## src/hw/rtl/qdp_pkg.sv

```systemverilog
// ----------------------------------------------------------------------------
// qdp_pkg
// Shared widths, register codes and inter-stage types of the int8/int4
// dot-product unit.
// ----------------------------------------------------------------------------
package qdp_pkg;

  localparam int ACT_W  = 8;
  localparam int WB_W   = 8;
  localparam int NIB_W  = 4;
  localparam int ADD_W  = 16;
  localparam int ACC_W  = 32;
  localparam int APB_DW = 32;
  localparam int APB_AW = 3;

  localparam logic [NIB_W-1:0] INT4_OFFSET_RST = 4'd8;

  typedef enum logic {
    REG_WEIGHT_FORMAT = 1'b0,
    REG_INT4_OFFSET   = 1'b1
  } qdp_reg_e;

  typedef enum logic {
    FMT_INT8 = 1'b0,
    FMT_INT4 = 1'b1
  } qdp_fmt_e;

  typedef struct packed {
    qdp_fmt_e               weight_format;
    logic [NIB_W-1:0]       int4_offset;
  } qdp_cfg_t;

  typedef struct packed {
    logic             valid;
    logic             last;
    logic [ADD_W-1:0] add;
  } qdp_term_t;

endpackage

```

## src/hw/rtl/qdp_if.sv

```systemverilog
// ----------------------------------------------------------------------------
// qdp_if
// Request and result channels of the dot-product unit.
// ----------------------------------------------------------------------------
interface qdp_req_if
  import qdp_pkg::*;
();
  logic                    valid;
  logic                    ready;
  logic signed [ACT_W-1:0] act_first;
  logic signed [ACT_W-1:0] act_second;
  logic [WB_W-1:0]         weight_byte;
  logic                    high_present;
  logic                    last_item;

  modport source (
    output valid, act_first, act_second, weight_byte, high_present, last_item,
    input  ready
  );
  modport sink (
    input  valid, act_first, act_second, weight_byte, high_present, last_item,
    output ready
  );
endinterface

interface qdp_res_if
  import qdp_pkg::*;
();
  logic                    valid;
  logic                    ready;
  logic signed [ACC_W-1:0] dot_sum;

  modport source (
    output valid, dot_sum,
    input  ready
  );
  modport sink (
    input  valid, dot_sum,
    output ready
  );
endinterface

```

## src/hw/rtl/quantized_int8_int4_dot_product_unit.sv

```systemverilog
// ----------------------------------------------------------------------------
// quantized_int8_int4_dot_product_unit
// Row dot product of signed int8 activations with int8 or packed int4
// weights, one weight byte per request.
//
// Channel   Dir   Handshake          Payload
// req_i     in    valid/ready        act_first, act_second, weight_byte,
//                                    high_present, last_item
// res_o     out   valid/ready        dot_sum
// APB       in    psel/penable       weight_format @0x0, int4_offset @0x4
//
// One request per cycle unless a waiting result stalls the pipeline; input
// register, product register, then accumulator and result register, which
// takes dot_sum from the last_item term. A waiting result stalls only a
// following last_item term; other terms keep accumulating. Reset clears the
// accumulator, the valid bits and the registers (format int8, offset 8).
// ----------------------------------------------------------------------------
module quantized_int8_int4_dot_product_unit
  import qdp_pkg::*;
(
  input  logic              clk_i,
  input  logic              rst_ni,
  qdp_req_if.sink           req_i,
  qdp_res_if.source         res_o,
  input  logic              psel,
  input  logic              penable,
  input  logic              pwrite,
  input  logic [APB_AW-1:0] paddr,
  input  logic [APB_DW-1:0] pwdata,
  output logic [APB_DW-1:0] prdata,
  output logic              pready
);

  qdp_cfg_t  cfg;
  qdp_term_t term;
  logic      term_ready;

  qdp_apb_regs u_regs (
    .clk_i   (clk_i),
    .rst_ni  (rst_ni),
    .psel    (psel),
    .penable (penable),
    .pwrite  (pwrite),
    .paddr   (paddr),
    .pwdata  (pwdata),
    .prdata  (prdata),
    .pready  (pready),
    .cfg_o   (cfg)
  );

  qdp_prod u_prod (
    .clk_i        (clk_i),
    .rst_ni       (rst_ni),
    .req_i        (req_i),
    .cfg_i        (cfg),
    .term_o       (term),
    .term_ready_i (term_ready)
  );

  qdp_accum u_accum (
    .clk_i        (clk_i),
    .rst_ni       (rst_ni),
    .term_i       (term),
    .term_ready_o (term_ready),
    .res_o        (res_o)
  );

endmodule

```

## src/hw/rtl/qdp_apb_regs.sv

```systemverilog
// ----------------------------------------------------------------------------
// qdp_apb_regs
// APB register file holding the weight format and the int4 offset.
// ----------------------------------------------------------------------------
module qdp_apb_regs
  import qdp_pkg::*;
(
  input  logic              clk_i,
  input  logic              rst_ni,
  input  logic              psel,
  input  logic              penable,
  input  logic              pwrite,
  input  logic [APB_AW-1:0] paddr,
  input  logic [APB_DW-1:0] pwdata,
  output logic [APB_DW-1:0] prdata,
  output logic              pready,
  output qdp_cfg_t          cfg_o
);

  qdp_cfg_t cfg_q, cfg_d;
  qdp_reg_e reg_sel;
  logic     wr_en;

  assign pready  = 1'b1;
  assign reg_sel = qdp_reg_e'(paddr[2]);
  assign wr_en   = psel && penable && pwrite && pready;

  always_comb begin
    cfg_d = cfg_q;
    if (wr_en) begin
      unique case (reg_sel)
        REG_WEIGHT_FORMAT: cfg_d.weight_format = qdp_fmt_e'(pwdata[0]);
        REG_INT4_OFFSET:   cfg_d.int4_offset   = pwdata[NIB_W-1:0];
        default:           cfg_d = cfg_q;
      endcase
    end
  end

  always_comb begin
    unique case (reg_sel)
      REG_WEIGHT_FORMAT: prdata = {{(APB_DW-1){1'b0}}, cfg_q.weight_format};
      REG_INT4_OFFSET:   prdata = {{(APB_DW-NIB_W){1'b0}}, cfg_q.int4_offset};
      default:           prdata = '0;
    endcase
  end

  always_ff @(posedge clk_i or negedge rst_ni) begin
    if (!rst_ni) begin
      cfg_q.weight_format <= FMT_INT8;
      cfg_q.int4_offset   <= INT4_OFFSET_RST;
    end else begin
      cfg_q <= cfg_d;
    end
  end

  assign cfg_o = cfg_q;

endmodule

```

## src/hw/rtl/qdp_prod.sv

```systemverilog
// ----------------------------------------------------------------------------
// qdp_prod
// Input register and product stage: forms the per-request term from the
// int8 weight, or the low int4 nibble plus the high one if high_present.
// ----------------------------------------------------------------------------
module qdp_prod
  import qdp_pkg::*;
(
  input  logic      clk_i,
  input  logic      rst_ni,
  qdp_req_if.sink   req_i,
  input  qdp_cfg_t  cfg_i,
  output qdp_term_t term_o,
  input  logic      term_ready_i
);

  logic                    s0_valid_q, s0_valid_d;
  logic signed [ACT_W-1:0] a0_q, a1_q;
  logic [WB_W-1:0]         wb_q;
  logic                    hp_q, last_q;

  logic                    s1_valid_q, s1_valid_d;
  logic                    s1_last_q;
  logic [ADD_W-1:0]        s1_add_q, add_d;

  logic                    accept, s1_free, s0_move, use_hi;
  logic signed [ACT_W:0]   w_lo;
  logic signed [NIB_W:0]   w_hi;
  logic signed [16:0]      p_lo, sum_full;
  logic signed [12:0]      p_hi, p_hi_sel;

  assign s1_free     = !s1_valid_q || term_ready_i;
  assign s0_move     = s0_valid_q && s1_free;
  assign req_i.ready = !s0_valid_q || s1_free;
  assign accept      = req_i.valid && req_i.ready;

  always_comb begin
    if (cfg_i.weight_format == FMT_INT4) begin
      w_lo = $signed({5'b0, wb_q[NIB_W-1:0]}) - $signed({5'b0, cfg_i.int4_offset});
    end else begin
      w_lo = $signed({wb_q[WB_W-1], wb_q});
    end
    w_hi     = $signed({1'b0, wb_q[WB_W-1:NIB_W]}) - $signed({1'b0, cfg_i.int4_offset});
    use_hi   = (cfg_i.weight_format == FMT_INT4) && hp_q;
    p_lo     = a0_q * w_lo;
    p_hi     = a1_q * w_hi;
    p_hi_sel = use_hi ? p_hi : 13'sd0;
    sum_full = p_lo + p_hi_sel;
    add_d    = sum_full[ADD_W-1:0];
  end

  always_comb begin
    s0_valid_d = s0_valid_q;
    if (accept) begin
      s0_valid_d = 1'b1;
    end else if (s0_move) begin
      s0_valid_d = 1'b0;
    end
    s1_valid_d = s1_free ? s0_valid_q : s1_valid_q;
  end

  always_ff @(posedge clk_i or negedge rst_ni) begin
    if (!rst_ni) begin
      s0_valid_q <= 1'b0;
      s1_valid_q <= 1'b0;
    end else begin
      s0_valid_q <= s0_valid_d;
      s1_valid_q <= s1_valid_d;
    end
  end

  always_ff @(posedge clk_i) begin
    if (accept) begin
      a0_q   <= req_i.act_first;
      a1_q   <= req_i.act_second;
      wb_q   <= req_i.weight_byte;
      hp_q   <= req_i.high_present;
      last_q <= req_i.last_item;
    end
    if (s0_move) begin
      s1_add_q  <= add_d;
      s1_last_q <= last_q;
    end
  end

  assign term_o.valid = s1_valid_q;
  assign term_o.last  = s1_last_q;
  assign term_o.add   = s1_add_q;

endmodule

```

## src/hw/rtl/qdp_accum.sv

```systemverilog
// ----------------------------------------------------------------------------
// qdp_accum
// Row accumulator and result register; emits the sum on the last term of a
// row and clears the accumulator.
// ----------------------------------------------------------------------------
module qdp_accum
  import qdp_pkg::*;
(
  input  logic       clk_i,
  input  logic       rst_ni,
  input  qdp_term_t  term_i,
  output logic       term_ready_o,
  qdp_res_if.source  res_o
);

  logic [ACC_W-1:0] acc_q, acc_d, sum;
  logic [ACC_W-1:0] dot_sum_q;
  logic             res_valid_q, res_valid_d;
  logic             out_free, retire, emit;

  assign out_free     = !res_valid_q || res_o.ready;
  assign term_ready_o = !term_i.last || out_free;
  assign retire       = term_i.valid && term_ready_o;
  assign emit         = retire && term_i.last;
  assign sum          = acc_q + {{(ACC_W-ADD_W){term_i.add[ADD_W-1]}}, term_i.add};

  always_comb begin
    acc_d = acc_q;
    if (retire) begin
      acc_d = term_i.last ? '0 : sum;
    end
    res_valid_d = res_valid_q;
    if (emit) begin
      res_valid_d = 1'b1;
    end else if (res_o.ready) begin
      res_valid_d = 1'b0;
    end
  end

  always_ff @(posedge clk_i or negedge rst_ni) begin
    if (!rst_ni) begin
      acc_q       <= '0;
      res_valid_q <= 1'b0;
    end else begin
      acc_q       <= acc_d;
      res_valid_q <= res_valid_d;
    end
  end

  always_ff @(posedge clk_i) begin
    if (emit) begin
      dot_sum_q <= sum;
    end
  end

  assign res_o.valid   = res_valid_q;
  assign res_o.dot_sum = dot_sum_q;

  a_acc_add: assert property (@(posedge clk_i) disable iff (!rst_ni)
    (retire && !term_i.last) |=> (acc_q == $past(sum)))
    else $error("accumulator did not add the retired term");

  a_row_emit: assert property (@(posedge clk_i) disable iff (!rst_ni)
    emit |=> (res_valid_q && acc_q == '0 && dot_sum_q == $past(sum)))
    else $error("row end did not publish the sum and clear the accumulator");

  a_acc_hold: assert property (@(posedge clk_i) disable iff (!rst_ni)
    !retire |=> $stable(acc_q))
    else $error("accumulator changed without a retired term");

endmodule
```

## src/flat_wrapper.sv

```systemverilog
// flat-port wrapper written by rule: the top's interface ports become plain ports
module quantized_int8_int4_dot_product_unit_flat import qdp_pkg::*;
  (clk_i, rst_ni, psel, penable, pwrite, paddr, pwdata, prdata, pready, req_i_valid, req_i_act_first, req_i_act_second, req_i_weight_byte, req_i_high_present, req_i_last_item, req_i_ready, res_o_valid, res_o_dot_sum, res_o_ready);
  qdp_req_if req_i_i ();
  qdp_res_if res_o_i ();
  input  logic clk_i;
  input  logic rst_ni;
  input  logic psel;
  input  logic penable;
  input  logic pwrite;
  input  logic [APB_AW-1:0] paddr;
  input  logic [APB_DW-1:0] pwdata;
  output logic [APB_DW-1:0] prdata;
  output logic pready;
  input wire logic [$bits(req_i_i.valid)-1:0] req_i_valid;
  input wire logic [$bits(req_i_i.act_first)-1:0] req_i_act_first;
  input wire logic [$bits(req_i_i.act_second)-1:0] req_i_act_second;
  input wire logic [$bits(req_i_i.weight_byte)-1:0] req_i_weight_byte;
  input wire logic [$bits(req_i_i.high_present)-1:0] req_i_high_present;
  input wire logic [$bits(req_i_i.last_item)-1:0] req_i_last_item;
  output wire logic [$bits(req_i_i.ready)-1:0] req_i_ready;
  output wire logic [$bits(res_o_i.valid)-1:0] res_o_valid;
  output wire logic [$bits(res_o_i.dot_sum)-1:0] res_o_dot_sum;
  input wire logic [$bits(res_o_i.ready)-1:0] res_o_ready;
  assign req_i_i.valid = req_i_valid;
  assign req_i_i.act_first = req_i_act_first;
  assign req_i_i.act_second = req_i_act_second;
  assign req_i_i.weight_byte = req_i_weight_byte;
  assign req_i_i.high_present = req_i_high_present;
  assign req_i_i.last_item = req_i_last_item;
  assign req_i_ready = req_i_i.ready;
  assign res_o_valid = res_o_i.valid;
  assign res_o_dot_sum = res_o_i.dot_sum;
  assign res_o_i.ready = res_o_ready;
  quantized_int8_int4_dot_product_unit u_core (.clk_i(clk_i), .rst_ni(rst_ni), .req_i(req_i_i), .res_o(res_o_i), .psel(psel), .penable(penable), .pwrite(pwrite), .paddr(paddr), .pwdata(pwdata), .prdata(prdata), .pready(pready));
endmodule
```

## config.mk

```make
export PLATFORM = sky130hd
export DESIGN_NAME = quantized_int8_int4_dot_product_unit_flat
export DESIGN_NICKNAME = d
export VERILOG_FILES = /design/src/hw/rtl/qdp_pkg.sv /design/src/hw/rtl/qdp_if.sv /design/src/hw/rtl/quantized_int8_int4_dot_product_unit.sv /design/src/hw/rtl/qdp_apb_regs.sv /design/src/hw/rtl/qdp_prod.sv /design/src/hw/rtl/qdp_accum.sv /design/src/flat_wrapper.sv
export SDC_FILE = /design/constraint.sdc
export NUM_CORES = 1
export LEC_CHECK = 0
export BUFFER_PORTS_ARGS = -buffer_cell sky130_fd_sc_hd__buf_4
export CELL_PAD_IN_SITES_DETAIL_PLACEMENT = 1
export CELL_PAD_IN_SITES_GLOBAL_PLACEMENT = 2
export CORE_MARGIN = 5
export CORE_UTILIZATION = 39
export CTS_BUF_LIST = sky130_fd_sc_hd__clkbuf_8
export CTS_CLUSTER_DIAMETER = 60
export DETAILED_ROUTE_END_ITERATION = 16
export PLACE_DENSITY = 0.86
export SKIP_CTS_REPAIR_TIMING = 1
export SLEW_MARGIN = 25
export SYNTH_ARGS = -nofsm -noshare
export SYNTH_HDL_FRONTEND = slang
export SYNTH_SLANG_ARGS = --single-unit
export TNS_END_PERCENT = 100
```

## constraint.sdc

```tcl
create_clock -name clk_i -period 10.3 [get_ports clk_i]
set_clock_uncertainty 0.05 [all_clocks]
set_input_delay 1.03 -clock clk_i [delete_from_list [all_inputs] [get_ports clk_i]]
set_output_delay 1.03 -clock clk_i [all_outputs]
set_load 0.005 [all_outputs]
```

==> run_results.csv <==
group,metric,value,unit
logic_synthesis,synth-edff-count,75,
sta,fmax,109,MHz
route,met1_length,9730,um
cts,cts_tree,"yes",
logic_synthesis,ys_seq_elements,115,
sta,finalSetupViolCount,0,
worst_setup_path,required,10460,ps
route,routed.top_layer,"met4",
worst_setup_path,cpMaxStageDelayCell,"fa_1",
floorplan,die_y,173,um
floorplan,coreArea,26100,um^2
worst_setup_path,crit_path_start_kind,"flip-flop",
sta,setup_ws,1100,ps
placement,io_buffers,75,
outcome,status,"completed",
logic_synthesis,ys.warnings.count,0,
route,drt_iter0_markers,316,
floorplan,initial_core_util,39.6,%
logic_synthesis,ys_top_cells_by_area,"edfxtp_1, fa_1, ha_1",
worst_setup_path,endpoint_kind,"flip-flop",
worst_setup_path,worstSetupPathType,"flip-flop to flip-flop",
placement,gp_congestion,0.829,
logic_synthesis,synth-seq-area-share,31.6,%
run,drv_cap,0,
global_route,grt_overflow,0,
sta,finalCritPeriodShare,89.3,%
logic_synthesis,synth_cell_types,59,
cts,cts.path.max_buffers,2,
final_layout,fin_util,44.2,%
route,drt-pass1-iter-count,4,
placement,dp_hpwl,18100,um
global_route,antenna_found_initial,0,
worst_setup_path,worst-path-buf-inv,6,
sta,min_period,9200,ps
worst_setup_path,critPathMaxStageDelay,560,ps
global_route,grt_usage,15.5,%
worst_setup_path,critical-path-top-delay-family,"adder cells",
global_route,grt_pass1_vias,7716,
logic_synthesis,syn_area_per_cell,10.4,um^2
route,drc,0,
logic_synthesis,synth_area_leader_cell,"edfxtp_1",
sta,rsz0062_at_grt,"no",
final_layout,drive_above_1_share,13.2,%
cts,path_clk_slew,90,ps
logic_synthesis,netlist.area_leader.share,21.8,%
route,drt-total-wl,22500,um
worst_setup_path,crit_fanout,9,
worst_setup_path,critical_path_arrival,9360,ps
sta,worst_pin_slew,782,ps
final_layout,layout_common_cells,"inv_1, ha_1, fa_1, buf_4, edfxtp_1",
worst_setup_path,crit_path_frequent_cell,"fa_1",
final_layout,antenna_cells,0,
final_layout,final_common_cell,"inv_1",
floorplan,die_w,173,um
global_route,grt_pass1_wl,38500,um
cts,cts_buffers,17,
sta,setup_tns,0,ps
final_layout,fin_nets,1327,
route,postRouteAntennaNets,0,
worst_hold_path,hp-class,"flip-flop to flip-flop",
route,avgViaCountPerCell,4.96,
route,met3_length,587,um
cts,ctsRootBufferMaster,"clkbuf_8",
final_layout,syn_to_final_growth,11.6,%
route,dr_wl_met2,11800,um
route,vias,7011,
cts,cts_htree_levels,4,
sta,maxSlewViolCount,0,
cts,clock-sinks,115,
cts,clk_latency,460,ps
floorplan,fp-row-count,59,
sta,final_hold_viol_count,0,
floorplan,die_area,29800,um^2
logic_synthesis,syn_inst,993,
logic_synthesis,synth-async-reset-ratio,34.8,%
floorplan,ios,135,
logic_synthesis,ys.flop_type,"edfxtp_1",
route,wl_per_cell,15.9,um
sta,maxSlewHeadroom,47.9,%
global_route,grt_max_degree,41,
placement,pre_cts_slack,1090,ps
logic_synthesis,syn-cell-area,10300,um^2
==> stage by stage <==
stage / hold slack, ps / instance area [um^2] / instances
after floorplan: 350 / 10400 / 1020
after global placement: 353 / 11100 / 1382
after detailed placement: 386 / 11100 / 1382
after CTS: 400 / 11500 / 1414
after global routing: 403 / 11500 / 1414
final: 389 / 11500 / 1414
==> registers in the layout, summed over array words and instances, names as in the netlist <==
name                          cells
u_core.u_prod.s1_valid_q          1
u_core.u_prod.s1_add_q           16
u_core.u_prod.s1_last_q           1
u_core.u_prod.s0_valid_q          1
u_core.u_regs.cfg_o               5
u_core.u_prod.last_q              1
u_core.u_accum.res_o.dot_sum     32
u_core.u_accum.res_o.valid        1
u_core.u_accum.acc_q             32
u_core.u_prod.a0_q                8
u_core.u_prod.hp_q                1
u_core.u_prod.wb_q                8
u_core.u_prod.a1_q                8
==> synthesized netlist by cell type (all sizes together) (13+ instances only) <==
library cell    n
inv           162
ha             98
fa             95
edfxtp         75
nand2          68
a21oi          54
and2           51
xnor2          46
dfrtp          39
buf            38
nor2           37
a22o           28
a21o           20
o21ai          20
nor2b          17
xor2           16
clkbuf         13
==> kinds of logic after synthesis <==
group	after synthesis	share of synthesized area, %
and+or+nand+nor	232	11.4
buffers and inverters	213	8.92
adders and majority gates	193	30.3
AOI/OAI and AO/OA	167	11.4
DFF	115	31.6
xor gates and xnor gates	62	5.34
muxes	9	0.971
other	2	0.0728
==> routing by layer <==
layer | up-vias | track usage, %
met4 | 0 | 3.93
met2 | 79 | 28.1
met1 | 3518 | 19.0
met5 | - | 0
met3 | 32 | 2.88
li1 | 3382 | -
==> final cells by class <==
type,count,area (um^2)
Fill cell,2888,14500
Inverter,162,608
Sequential cell,115,3250
Multi-Input combinational cell,692,6250
Tap cell,335,419
Timing Repair Buffer,78,586
Clock inverter,14,153
Clock buffer,18,248
==> path summary, 6_finish.rpt <==
check	from	to	slack, ps	cells past startpoint
max in group asynchronous	rst_ni	u_core.u_regs.cfg_o[3]	9290	1
worst max register to register	u_core.u_prod.wb_q[4]	u_core.u_prod.s1_add_q[13]	1100	34
worst min register to register	u_core.u_prod.last_q	u_core.u_prod.s1_last_q	390	0
worst max-delay path	u_core.u_prod.wb_q[4]	u_core.u_prod.s1_add_q[13]	1100	34
min in group asynchronous	rst_ni	u_core.u_accum.acc_q[19]	500	1
worst min-delay path	u_core.u_prod.last_q	u_core.u_prod.s1_last_q	390	0
Power is not shown: default switching activity piles up to over one toggle a cycle in this logic, so the estimate is an artifact.
